[src/hdl/ippra_pkg.sv]
// shared types, codes and constants of the ipp request attribute parser
package ippra_pkg;

    // one input transfer: a byte of the request body
    typedef struct packed {
        logic [7:0] data_byte;
        logic       last;
    } t_in_item;

    // one result transfer
    typedef struct packed {
        logic [2:0]         kind;
        logic               attribute;
        logic [15:0]        value;
        logic signed [31:0] job_id;
        logic [7:0]         version_major;
        logic [7:0]         version_minor;
        logic [15:0]        operation_id;
        logic [31:0]        request_id;
    } t_out_item;

    // result kinds
    localparam logic [2:0] KIND_HEADER      = 3'd0;
    localparam logic [2:0] KIND_VALUE_START = 3'd1;
    localparam logic [2:0] KIND_VALUE_BYTE  = 3'd2;
    localparam logic [2:0] KIND_JOB_ID      = 3'd3;
    localparam logic [2:0] KIND_DONE        = 3'd4;
    localparam logic [2:0] KIND_TRUNCATED   = 3'd5;

    // attribute codes
    localparam logic [1:0] ATTR_FORMAT   = 2'd0;
    localparam logic [1:0] ATTR_JOB_NAME = 2'd1;
    localparam logic [1:0] ATTR_JOB_ID   = 2'd2;
    localparam logic [1:0] ATTR_NONE     = 2'd3;

    // value capture modes
    localparam logic [1:0] CAP_SKIP   = 2'd0;
    localparam logic [1:0] CAP_STRING = 2'd1;
    localparam logic [1:0] CAP_JOB    = 2'd2;

    // parse phases
    typedef enum logic [8:0] {
        PH_HEADER  = 9'b000000001,
        PH_TAG     = 9'b000000010,
        PH_NLEN_HI = 9'b000000100,
        PH_NLEN_LO = 9'b000001000,
        PH_NAME    = 9'b000010000,
        PH_VLEN_HI = 9'b000100000,
        PH_VLEN_LO = 9'b001000000,
        PH_VALUE   = 9'b010000000,
        PH_ENDED   = 9'b100000000
    } t_phase;

    // name compare state
    typedef struct packed {
        logic [5:0] pos;
        logic [2:0] flags;
        logic       term;
    } t_name_state;

    localparam logic [16:0] FORMAT_CAPACITY   = 17'd64;
    localparam logic [16:0] JOB_NAME_CAPACITY = 17'd64;
    localparam logic [5:0]  NAME_KEEP         = 6'd47;
    localparam logic [5:0]  HEADER_LEN        = 6'd8;
    localparam logic [7:0]  DELIM_MAX         = 8'h0F;
    localparam logic [15:0] JOB_ID_LEN        = 16'd4;
    localparam logic [7:0]  END_TAG_RESET     = 8'd3;

    // target names and their lengths
    localparam logic [8*15-1:0] NAME_FORMAT   = "document-format";
    localparam logic [8*8-1:0]  NAME_JOB_NAME = "job-name";
    localparam logic [8*6-1:0]  NAME_JOB_ID   = "job-id";
    localparam logic [5:0]      LEN_FORMAT    = 6'd15;
    localparam logic [5:0]      LEN_JOB_NAME  = 6'd8;
    localparam logic [5:0]      LEN_JOB_ID    = 6'd6;

    // length of a target name
    function automatic logic [5:0] name_len(input logic [1:0] t);
        logic [5:0] l;
        case (t)
            ATTR_FORMAT:   l = LEN_FORMAT;
            ATTR_JOB_NAME: l = LEN_JOB_NAME;
            ATTR_JOB_ID:   l = LEN_JOB_ID;
            default:       l = 6'd0;
        endcase
        return l;
    endfunction

    // character of a target name at a position, zero past its end
    function automatic logic [7:0] name_char(input logic [1:0] t, input logic [5:0] pos);
        logic [7:0] ch;
        ch = 8'd0;
        case (t)
            ATTR_FORMAT: begin
                if (pos < LEN_FORMAT) ch = NAME_FORMAT[8*(14 - int'(pos)) +: 8];
            end
            ATTR_JOB_NAME: begin
                if (pos < LEN_JOB_NAME) ch = NAME_JOB_NAME[8*(7 - int'(pos)) +: 8];
            end
            ATTR_JOB_ID: begin
                if (pos < LEN_JOB_ID) ch = NAME_JOB_ID[8*(5 - int'(pos)) +: 8];
            end
            default: ch = 8'd0;
        endcase
        return ch;
    endfunction

endpackage

[src/hdl/ippra_name_match.sv]
// per-byte attribute name compare against the three target names
module ippra_name_match (
    input  ippra_pkg::t_name_state i_name,
    input  logic [7:0]             i_byte,
    output ippra_pkg::t_name_state o_name,
    output logic [1:0]             o_attr
);
    import ippra_pkg::*;

    // flag update for one name byte
    always_comb begin
        o_name = i_name;
        if (!i_name.term && (i_name.pos < NAME_KEEP)) begin
            if (i_byte == 8'd0) begin
                o_name.term = 1'b1;
            end else begin
                for (int t = 0; t < 3; t++) begin
                    if (i_name.flags[t] &&
                        ((i_name.pos >= name_len(2'(t))) ||
                         (name_char(2'(t), i_name.pos) != i_byte))) begin
                        o_name.flags[t] = 1'b0;
                    end
                end
                o_name.pos = i_name.pos + 6'd1;
            end
        end
    end

    // attribute chosen if the name ended here
    always_comb begin
        o_attr = ATTR_NONE;
        for (int t = 0; t < 3; t++) begin
            if (o_name.flags[t] && (name_len(2'(t)) == o_name.pos)) o_attr = 2'(t);
        end
    end

endmodule

[src/hdl/ippra_core.sv]
// parse state registers and the per-byte step logic
module ippra_core (
    input  logic                 i_clk,
    input  logic                 i_rst_n,
    input  logic                 i_step,
    input  ippra_pkg::t_in_item  i_item,
    input  logic [7:0]           i_end_tag,
    output logic                 o_res_valid,
    output ippra_pkg::t_out_item o_res
);
    import ippra_pkg::*;

    t_phase      r_phase, n_phase;
    logic [15:0] r_rem, n_rem;
    logic [7:0]  r_len_hi, n_len_hi;
    t_name_state r_name, n_name;
    logic [1:0]  r_attr, n_attr;
    logic [1:0]  r_cap, n_cap;
    logic [7:0]  r_major, n_major;
    logic [7:0]  r_minor, n_minor;
    logic [15:0] r_op, n_op;
    logic [31:0] r_req, n_req;
    logic [31:0] r_job, n_job;

    t_name_state match_name;
    logic [1:0]  match_attr;
    logic [7:0]  b;
    logic [15:0] len;
    logic        have;
    t_out_item   res;

    assign b   = i_item.data_byte;
    assign len = {r_len_hi, b};

    ippra_name_match u_name_match (
        .i_name (r_name),
        .i_byte (b),
        .o_name (match_name),
        .o_attr (match_attr)
    );

    // next state and result for one byte
    always_comb begin
        n_phase  = r_phase;
        n_rem    = r_rem;
        n_len_hi = r_len_hi;
        n_name   = r_name;
        n_attr   = r_attr;
        n_cap    = r_cap;
        n_major  = r_major;
        n_minor  = r_minor;
        n_op     = r_op;
        n_req    = r_req;
        n_job    = r_job;
        have     = 1'b0;
        res      = '0;
        case (r_phase)
            PH_HEADER: begin
                if (r_name.pos == 6'd0) begin
                    n_major = b;
                end else if (r_name.pos == 6'd1) begin
                    n_minor = b;
                end else if (r_name.pos <= 6'd3) begin
                    n_op = {r_op[7:0], b};
                end else begin
                    n_req = {r_req[23:0], b};
                end
                n_name.pos = r_name.pos + 6'd1;
                if (n_name.pos >= HEADER_LEN) begin
                    n_name.pos        = 6'd0;
                    res.kind          = KIND_HEADER;
                    res.version_major = n_major;
                    res.version_minor = n_minor;
                    res.operation_id  = n_op;
                    res.request_id    = n_req;
                    have              = 1'b1;
                    n_phase           = PH_TAG;
                end
            end
            PH_TAG: begin
                if (b == i_end_tag) begin
                    res.kind = KIND_DONE;
                    have     = 1'b1;
                    n_phase  = PH_ENDED;
                end else if (b > DELIM_MAX) begin
                    n_phase = PH_NLEN_HI;
                end
            end
            PH_NLEN_HI: begin
                n_len_hi = b;
                n_phase  = PH_NLEN_LO;
            end
            PH_VLEN_HI: begin
                n_len_hi = b;
                n_phase  = PH_VLEN_LO;
            end
            PH_NLEN_LO: begin
                if (len == 16'd0) begin
                    n_phase = PH_VLEN_HI;
                end else begin
                    n_rem   = len;
                    n_name  = '{pos: 6'd0, flags: 3'b111, term: 1'b0};
                    n_phase = PH_NAME;
                end
            end
            PH_NAME: begin
                n_name = match_name;
                n_rem  = r_rem - 16'd1;
                if (n_rem == 16'd0) begin
                    n_attr  = match_attr;
                    n_phase = PH_VLEN_HI;
                end
            end
            PH_VLEN_LO: begin
                if (((r_attr == ATTR_FORMAT) && ({1'b0, len} < FORMAT_CAPACITY)) ||
                    ((r_attr == ATTR_JOB_NAME) && ({1'b0, len} < JOB_NAME_CAPACITY))) begin
                    res.kind      = KIND_VALUE_START;
                    res.attribute = r_attr[0];
                    res.value     = len;
                    have          = 1'b1;
                    n_cap         = CAP_STRING;
                end else if ((r_attr == ATTR_JOB_ID) && (len == JOB_ID_LEN)) begin
                    n_cap = CAP_JOB;
                    n_job = 32'd0;
                end else begin
                    n_cap = CAP_SKIP;
                end
                n_rem   = len;
                n_phase = (len == 16'd0) ? PH_TAG : PH_VALUE;
            end
            PH_VALUE: begin
                n_rem = r_rem - 16'd1;
                if (r_cap == CAP_STRING) begin
                    res.kind      = KIND_VALUE_BYTE;
                    res.attribute = r_attr[0];
                    res.value     = {8'd0, b};
                    have          = 1'b1;
                end else if (r_cap == CAP_JOB) begin
                    n_job = {r_job[23:0], b};
                    if (n_rem == 16'd0) begin
                        res.kind   = KIND_JOB_ID;
                        res.job_id = n_job;
                        have       = 1'b1;
                    end
                end
                if (n_rem == 16'd0) begin
                    n_cap   = CAP_SKIP;
                    n_phase = PH_TAG;
                end
            end
            default: begin
                n_phase = PH_ENDED;
            end
        endcase

        // final byte of a body: done, silent or truncated, then start over
        if (i_item.last) begin
            if (r_phase == PH_ENDED) begin
                have = 1'b0;
            end else if (!(have && (res.kind == KIND_DONE))) begin
                res      = '0;
                res.kind = KIND_TRUNCATED;
                have     = 1'b1;
            end
            n_phase  = PH_HEADER;
            n_rem    = 16'd0;
            n_len_hi = 8'd0;
            n_name   = '0;
            n_attr   = ATTR_NONE;
            n_cap    = CAP_SKIP;
            n_major  = 8'd0;
            n_minor  = 8'd0;
            n_op     = 16'd0;
            n_req    = 32'd0;
            n_job    = 32'd0;
        end
    end

    assign o_res_valid = have;
    assign o_res       = res;

    // state registers
    always_ff @(posedge i_clk) begin
        if (!i_rst_n) begin
            r_phase  <= PH_HEADER;
            r_rem    <= 16'd0;
            r_len_hi <= 8'd0;
            r_name   <= '0;
            r_attr   <= ATTR_NONE;
            r_cap    <= CAP_SKIP;
            r_major  <= 8'd0;
            r_minor  <= 8'd0;
            r_op     <= 16'd0;
            r_req    <= 32'd0;
            r_job    <= 32'd0;
        end else if (i_step) begin
            r_phase  <= n_phase;
            r_rem    <= n_rem;
            r_len_hi <= n_len_hi;
            r_name   <= n_name;
            r_attr   <= n_attr;
            r_cap    <= n_cap;
            r_major  <= n_major;
            r_minor  <= n_minor;
            r_op     <= n_op;
            r_req    <= n_req;
            r_job    <= n_job;
        end
    end

endmodule

[src/hdl/ipp_request_attribute_parser.sv]
// top level of the ipp request attribute parser
//
//  channel   direction  valid / flow      payload
//  in        input      i_in_valid  / o_in_stall    i_in_data  (one body byte, last flag)
//  out       output     o_out_valid / i_out_stall   o_out_data (zero or one result per byte)
//  cfg       input      i_cfg_we                    i_cfg_data (end tag)
//
// one byte per cycle sustained while the output is not stalled; each result is registered
// bytes pass an input register, one step of the parse state, then the result register
// reset is synchronous, active low; end tag returns to 3 and the parser to the header
// a stalled result holds the step; the input register still takes one more byte if it is empty
module ipp_request_attribute_parser (
    input  logic                 i_clk,
    input  logic                 i_rst_n,
    input  logic                 i_in_valid,
    output logic                 o_in_stall,
    input  ippra_pkg::t_in_item  i_in_data,
    output logic                 o_out_valid,
    input  logic                 i_out_stall,
    output ippra_pkg::t_out_item o_out_data,
    input  logic                 i_cfg_we,
    input  logic [7:0]           i_cfg_data
);
    import ippra_pkg::*;

    logic      r_in_valid;
    t_in_item  r_in;
    logic      r_out_valid;
    t_out_item r_out;
    logic [7:0] r_end_tag;

    logic      step;
    logic      res_valid;
    t_out_item res;

    // step when a byte waits and the result register is free or draining
    assign step       = r_in_valid && (!r_out_valid || !i_out_stall);
    assign o_in_stall = r_in_valid && !step;

    ippra_core u_core (
        .i_clk       (i_clk),
        .i_rst_n     (i_rst_n),
        .i_step      (step),
        .i_item      (r_in),
        .i_end_tag   (r_end_tag),
        .o_res_valid (res_valid),
        .o_res       (res)
    );

    // end tag register
    always_ff @(posedge i_clk) begin
        if (!i_rst_n) begin
            r_end_tag <= END_TAG_RESET;
        end else if (i_cfg_we) begin
            r_end_tag <= i_cfg_data;
        end
    end

    // input register
    always_ff @(posedge i_clk) begin
        if (!i_rst_n) begin
            r_in_valid <= 1'b0;
        end else if (i_in_valid && !o_in_stall) begin
            r_in_valid <= 1'b1;
        end else if (step) begin
            r_in_valid <= 1'b0;
        end
    end

    always_ff @(posedge i_clk) begin
        if (i_in_valid && !o_in_stall) begin
            r_in <= i_in_data;
        end
    end

    // result register
    always_ff @(posedge i_clk) begin
        if (!i_rst_n) begin
            r_out_valid <= 1'b0;
        end else if (step) begin
            r_out_valid <= res_valid;
        end else if (!i_out_stall) begin
            r_out_valid <= 1'b0;
        end
    end

    always_ff @(posedge i_clk) begin
        if (step && res_valid) begin
            r_out <= res;
        end
    end

    assign o_out_valid = r_out_valid;
    assign o_out_data  = r_out;

endmodule
[config.mk]
export PLATFORM = sky130hd
export DESIGN_NAME = ipp_request_attribute_parser
export DESIGN_NICKNAME = d
export VERILOG_FILES = /design/src/hdl/ippra_pkg.sv /design/src/hdl/ippra_name_match.sv /design/src/hdl/ippra_core.sv /design/src/hdl/ipp_request_attribute_parser.sv
export SDC_FILE = /design/constraint.sdc
export NUM_CORES = 1
export LEC_CHECK = 0
export ABC_AREA = 1
export BUFFER_PORTS_ARGS = -buffer_cell sky130_fd_sc_hd__buf_2
export CORE_ASPECT_RATIO = 1.75
export CORE_MARGIN = 1.5
export CORE_UTILIZATION = 60
export DETAILED_ROUTE_END_ITERATION = 8
export PLACE_DENSITY = 0.87
export SETUP_SLACK_MARGIN = 0.15
export SLEW_MARGIN = 20
export SYNTH_ARGS = -nofsm -noshare
export SYNTH_HDL_FRONTEND = slang
export SYNTH_SLANG_ARGS = --single-unit
[constraint.sdc]
create_clock -name i_clk -period 12 [get_ports i_clk]
set_input_delay 2.4 -clock i_clk [delete_from_list [all_inputs] [get_ports i_clk]]
set_output_delay 2.4 -clock i_clk [all_outputs]
set_load 0.01 [all_outputs]
==> results of run 1 <==
==> critical path: stages <==
cell and delay (ns):
buf_2 0.10, nand3_1 0.10, inv_1 0.05, buf_2 0.13
==> cell usage after synthesis, types with 5 or more instances <==
cell type    n  area [sq um]
nor3_2       9         90.09
nand2_1    378          1419
nand4_1     17         106.4
a31oi_1      8         50.05
o211ai_1     9         67.56
buf_2       26         130.1
o22ai_1      6         37.54
clkbuf_1    43         161.4
inv_2       10         37.54
xor2_1      19         166.4
clkinv_1     5         18.77
a211oi_1    16         120.1
ha_1        10         125.1
o21ai_0    110         550.5
nor2_2       9         56.30
nor4_1      15         93.84
inv_1      183         686.9
edfxtp_1   125          3754
a21oi_1    139         695.7
dfxtp_1    145          2903
nor2_1     171         641.9
buf_4        6         45.04
nand3_1     71         355.3
o21ai_1     11         55.05
or2_2       25         156.4
nor3_1      35         175.2
xnor2_1     10         87.58
==> power by group through the flow <==
stage	Combinational (mW)	Sequential [mW]	Clock, mW
2_1_floorplan	0.119	1.02	0
3_5_place_dp	0.166	1.03	0
5_1_grt	0.189	1.01	0.837
3_3_place_gp	0.162	1.03	0
6_report	0.170	1.01	0.800
4_1_cts	0.168	1.01	0.806
==> final timing paths <==
kind,cells after the start,end,from,slack [ns]
worst min-delay path,2,u_core.r_req[27],u_core.r_req[27],0.46
worst min register to register,2,u_core.r_req[27],u_core.r_req[27],0.46
worst max register to register,11,o_out_data[102],u_core.r_name[4],8.00
worst max-delay path,4,o_in_stall,i_out_stall,6.81
==> cell type report <==
type                    instances  area (sq um)  share of cell area (%)
flip-flops and latches        270          6656                   45.09
multi-input cells            1109          5433                   36.80
inverters                     199         753.2                   5.103
repair buffers                145         744.5                   5.043
clock buffers                  33         665.6                   4.509
well taps                     292         365.4                   2.475
clock inverters                11         143.9                  0.9747
==> cell families (layout without fill, tap and decap cells) <==
family                   count (synthesis)  after routing  share of synthesized area, %
AO/OA/AOI/OAI                          312            312                         12.87
XOR/XNOR                                30             30                         2.052
adder cells (fa/ha/maj)                 10             10                        0.9501
buffers and inverters                  279            388                         8.561
flip-flops                             270            270                         50.55
multiplexers                             1              1                       0.07601
other                                    1              8                       0.02848
AND/OR/NAND/NOR                        748            748                         24.91
==> flip-flops by register name, summed over array words and instances (netlist names), 2 cells and up <==
signal,count
o_out_data,116
u_core.r_req,32
u_core.r_job,24
u_core.r_op,16
u_core.r_rem,16
u_core.r_name,10
r_in,9
u_core.r_phase,9
r_end_tag,8
u_core.r_len_hi,8
u_core.r_major,8
u_core.r_minor,8
u_core.r_attr,2
u_core.r_cap,2
==> per-stage QoR <==
step / cell area, sq um / power (mW) / std cells
after global placement: 13950 / 1.189 / 2015
after global routing: 14760 / 2.035 / 2059
final: 14760 / 1.978 / 2059
after floorplan: 13200 / 1.142 / 1658
after CTS: 14760 / 1.981 / 2059
after detailed placement: 13950 / 1.194 / 2015
==> routing by layer <==
layer  share of wire [%]  global-route usage [%]  vias up
met4                 6.8                   19.66        0
met5                   0                       0        -
met1                  36                   32.91     5484
met3                 6.8                   3.717      152
li1                    -                       -     5618
met2                  51                   52.89      551
==> impl_metrics.py, run 1 <==
metrics = {
    "run_status": {
        "status": "finished clean",
    },
    "power_and_ir_drop": {
        "p_per_area_nw_per_um2": 134.0,
        "p_int_mw": 1.488,
        "power_switching_share_pct": 24.76,
        "power_frac_comb_pct": 8.6,
        "leakage_nw": 6.131,
        "vdd_drop_max_v": 0.0001251,
        "p_clk_share_pct": 40.4,
        "power.switching_mw": 0.4898,
        "power_frac_seq_pct": 51.0,
    },
    "route": {
        "drt_iter0_drc": 1283,
        "viasPerCell": 5.733,
        "wl_mm": 34.30,
        "vias": 11810,
        "wl_per_cell_um": 16.66,
        "first_pass_iters": 6,
        "drtAntennaViolNets": 0,
        "drcViolationCount": 0,
    },
    "timing": {
        "slew_viol_final": 0,
        "relSlewSlack_pct": 30.54,
        "setup_viol": 0,
        "tightestPinTransition_ns": 1.035,
        "layout_worst_path_cycle_share_pct": 43.23,
        "skew_ns": 0.02314,
        "rsz0062_at_grt": "false",
        "fmax_ghz": 0.1928,
        "layout_setup_ws_ns": 6.812,
        "hold_slack_ns": 0.4613,
        "fin_setup_tns_ns": 0,
        "fin_crit_ns": 5.188,
        "hold_viol": 0,
    },
    "logic_synthesis": {
        "netlist_area_sq_um": 13170,
        "synth_cell_types": 50,
        "seq_area_frac_synth_pct": 50.55,
        "synth-edff-count": 125,
        "syn-instance-count": 1651,
        "synth_ff_type": "dfxtp_1",
        "avgSynthCellArea_sq_um": 7.976,
        "yosys_register_bits": 270,
        "yosys_warnings": 0,
        "async_flop_share_pct": 0,
    },
    "grt": {
        "grt_overflow": 0,
        "grt_pass1_vias": 11130,
        "grt.total_usage_pct": 29.77,
        "grt_max_degree": 106,
        "antenna_found_initial": 0,
        "grt_pass1_wl_mm": 53.64,
    },
    "clocking": {
        "max-clock-path-buffers": 3,
        "cts_max_level": 1,
        "numCtsBuffers": 24,
        "cts.root.buffer_cell": "clkbuf_16",
        "cts_resized": 0,
        "clkLatencyLatePin_ns": 0.55,
        "clkSlewWorstSetupHoldPaths_ns": 0.07,
        "postCtsHoldBufs": 0,
        "cts.sinks": 270,
        "post_cts_buffers": 0,
        "cts_tree": "done",
    },
    "worst_setup_path": {
        "cp_max_fo": 3,
        "cp.required_ns": 9.60,
        "crit_arrival_ns": 2.79,
        "end_kind": "output pin",
        "crit_type": "in -> out",
        "critPathLaunchType": "primary input",
    },
    "die": {
        "die_y_um": 199.0,
        "dieArea_sq_um": 22880,
        "core_sq_um": 21500,
        "die_x_um": 115.0,
        "ios": 140,
        "start_util_pct": 61.26,
        "fp-row-count": 71,
    },
    "layout": {
        "nets": 1781,
        "post-route-util_pct": 68.66,
        "drive_gt1_share_pct": 14.60,
        "layout_commonest_cell": "nand2_1",
        "layout_common_cells": "nand2_1, inv_1, nor2_1, dfxtp_1",
        "fillers": 1723,
        "area_delta_synth_final_pct": 12.10,
        "num_antenna_cells": 0,
    },
    "worst_hold_path": {
        "hold_path_class": "reg -> reg",
    },
    "place": {
        "gp_congestion": 0.9759,
        "dp_hpwl_mm": 23.39,
        "portBuffers": 139,
        "pre_cts_ws_ns": 6.814,
    },
    "job": {
        "cap_violations": 0,
    },
}
Power figures use the tool's default switching activity.
==> run 2, diff against run 1 <==
--- a/config.mk
+++ b/config.mk
@@ -9,9 +9,9 @@
 export BUFFER_PORTS_ARGS = -buffer_cell sky130_fd_sc_hd__buf_2
 export CORE_ASPECT_RATIO = 1.75
 export CORE_MARGIN = 1.5
-export CORE_UTILIZATION = 60
+export CORE_UTILIZATION = 53
 export DETAILED_ROUTE_END_ITERATION = 8
-export PLACE_DENSITY = 0.87
+export PLACE_DENSITY = 0.82
 export SETUP_SLACK_MARGIN = 0.15
 export SLEW_MARGIN = 20
 export SYNTH_ARGS = -nofsm -noshare
==> constraint.sdc (replaced) <==
create_clock -name i_clk -period 4.5 [get_ports i_clk]
set_input_delay 0.9 -clock i_clk [delete_from_list [all_inputs] [get_ports i_clk]]
set_output_delay 0.9 -clock i_clk [all_outputs]
set_load 0.01 [all_outputs]
==> run 2 against run 1 <==
Net effect:
- highest routed layer unchanged
- worst hold slack improved by 0.00051 ns
- sequential share of layout area decreased by 0.33 points
- final area increased by 0.75%
- largest power group unchanged
==> impl_metrics.py, run 2 (same netlist as run 1, synthesis figures left out) <==
metrics = {
    "run_status": {
        "status": "finished clean",
    },
    "timing": {
        "slew_viol_final": 0,
        "layout_setup_ws_ns": 0.4669,
        "fin_crit_ns": 4.033,
        "hold_viol": 0,
        "layout_worst_path_cycle_share_pct": 89.62,
        "relSlewSlack_pct": 35.05,
        "fin_setup_tns_ns": 0,
        "skew_ns": 0.01496,
        "fmax_ghz": 0.2480,
        "tightestPinTransition_ns": 0.9742,
        "rsz0062_at_grt": "false",
        "setup_viol": 0,
    },
    "layout": {
        "layout_commonest_cell": "nand2_1",
        "postLayoutCellArea_sq_um": 14870,
        "drive_gt1_share_pct": 15.49,
        "layout_common_cells": "nand2_1, inv_1, nor2_1, dfxtp_1",
        "largest_reg_flops": 116,
        "nets": 1801,
        "fillers": 2110,
        "area_delta_synth_final_pct": 12.93,
        "num_antenna_cells": 0,
        "post-route-util_pct": 60.62,
        "stdcell_count": 2100,
    },
    "die": {
        "die_y_um": 211.5,
        "ios": 140,
        "dieArea_sq_um": 25840,
        "die_x_um": 122.2,
        "fp-row-count": 76,
        "start_util_pct": 53.68,
        "core_sq_um": 24530,
    },
    "route": {
        "first_pass_iters": 5,
        "drcViolationCount": 0,
        "viasPerCell": 5.579,
        "drtAntennaViolNets": 0,
        "wl_per_cell_um": 17.17,
        "wl_mm": 36.05,
        "vias": 11720,
        "drt_iter0_drc": 1093,
    },
    "clocking": {
        "cts_max_level": 1,
        "cts.root.buffer_cell": "clkbuf_16",
        "clkLatencyLatePin_ns": 0.56,
        "cts_resized": 0,
        "postCtsHoldBufs": 0,
        "clkSlewWorstSetupHoldPaths_ns": 0.06,
        "post_cts_buffers": 0,
        "max-clock-path-buffers": 3,
        "cts_tree": "done",
        "numCtsBuffers": 25,
        "cts.sinks": 270,
    },
    "grt": {
        "grt_pass1_wl_mm": 55.91,
        "grt_max_degree": 76,
        "grt.total_usage_pct": 27.77,
        "antenna_found_initial": 0,
        "grt_pass1_vias": 11100,
        "grt_overflow": 0,
    },
    "worst_setup_path": {
        "rrSetupSlack_ns": 0.47,
        "cp.required_ns": 4.69,
        "cp_max_fo": 75,
        "r2r-start": "u_core.r_rem[0]",
        "crit_arrival_ns": 4.22,
        "crit_type": "reg -> reg",
        "cp-startpoint": "u_core.r_rem[0]",
        "critPathLaunchType": "register",
        "end_kind": "register",
        "reg2reg_depth": 14,
    },
    "place": {
        "portBuffers": 139,
        "pre_cts_ws_ns": 0.4709,
        "gp_congestion": 0.9464,
        "place_area_sq_um": 14110,
        "dp_hpwl_mm": 25.47,
        "dp_cells": 2054,
    },
    "worst_hold_path": {
        "min_path_cells": 2,
        "min_from": "u_core.r_rem[14]",
        "hold_path_class": "reg -> reg",
    },
    "power_and_ir_drop": {
        "p_per_area_nw_per_um2": 346.9,
        "leakage_nw": 6.191,
        "vdd_drop_max_v": 0.0002595,
    },
    "job": {
        "cap_violations": 0,
    },
}
[run 2: power by group]
group,switching (mW),internal [mW],total [mW],leakage (nW)
registers,0.0481,2.63,2.68,2.34
clock network,0.944,1.06,2.00,0.366
logic,0.346,0.133,0.479,3.48
[run 2: area by class of cell]
class	instances	area [sq um]	share of cell area (%)
Sequential cell	270	6656	44.76
Timing Repair Buffer	164	883.3	5.940
Multi-Input combinational cell	1109	5430	36.51
Tap cell	312	390.4	2.625
Inverter	199	754.5	5.073
Clock buffer	34	669.4	4.501
Clock inverter	12	87.58	0.5889
[run 2: per-layer routing]
metal / up-vias / part of all wire, % / global-route usage (%)
li1: 5662 / - / -
met1: 5460 / 36 / 29.67
met2: 449 / 52 / 50.95
met3: 144 / 5.5 / 3.125
met4: 0 / 7.1 / 17.64
met5: - / 0 / 0
[run 2: worst paths after layout]
check	endpoint
max	o_out_data[109]
min	u_core.r_rem[14]
max reg2reg	o_out_data[109]
min reg2reg	u_core.r_rem[14]
[run 2: critical path, stage by stage (launching register included)]
cell        delay [ns]
dfxtp_1           0.38
inv_1             0.10
ha_1              0.24
nand2_1           0.14
xor2_1            0.12
or2_1             0.24
nor3_1            0.47
nand3_1           0.16
nand2_1           0.08
nand2_1           0.05
nand4_1           0.08
nand3_1           0.14
clkinvlp_4        0.10
buf_4             0.70
buf_4             0.59
[run 2: through the flow]
step	hold WS (ns)	power, mW
floorplan	0.4378	3.044
global placement	0.4460	3.192
detailed placement	0.4522	3.201
CTS	0.4622	5.181
global route	0.4894	5.333
finish	0.4618	5.158
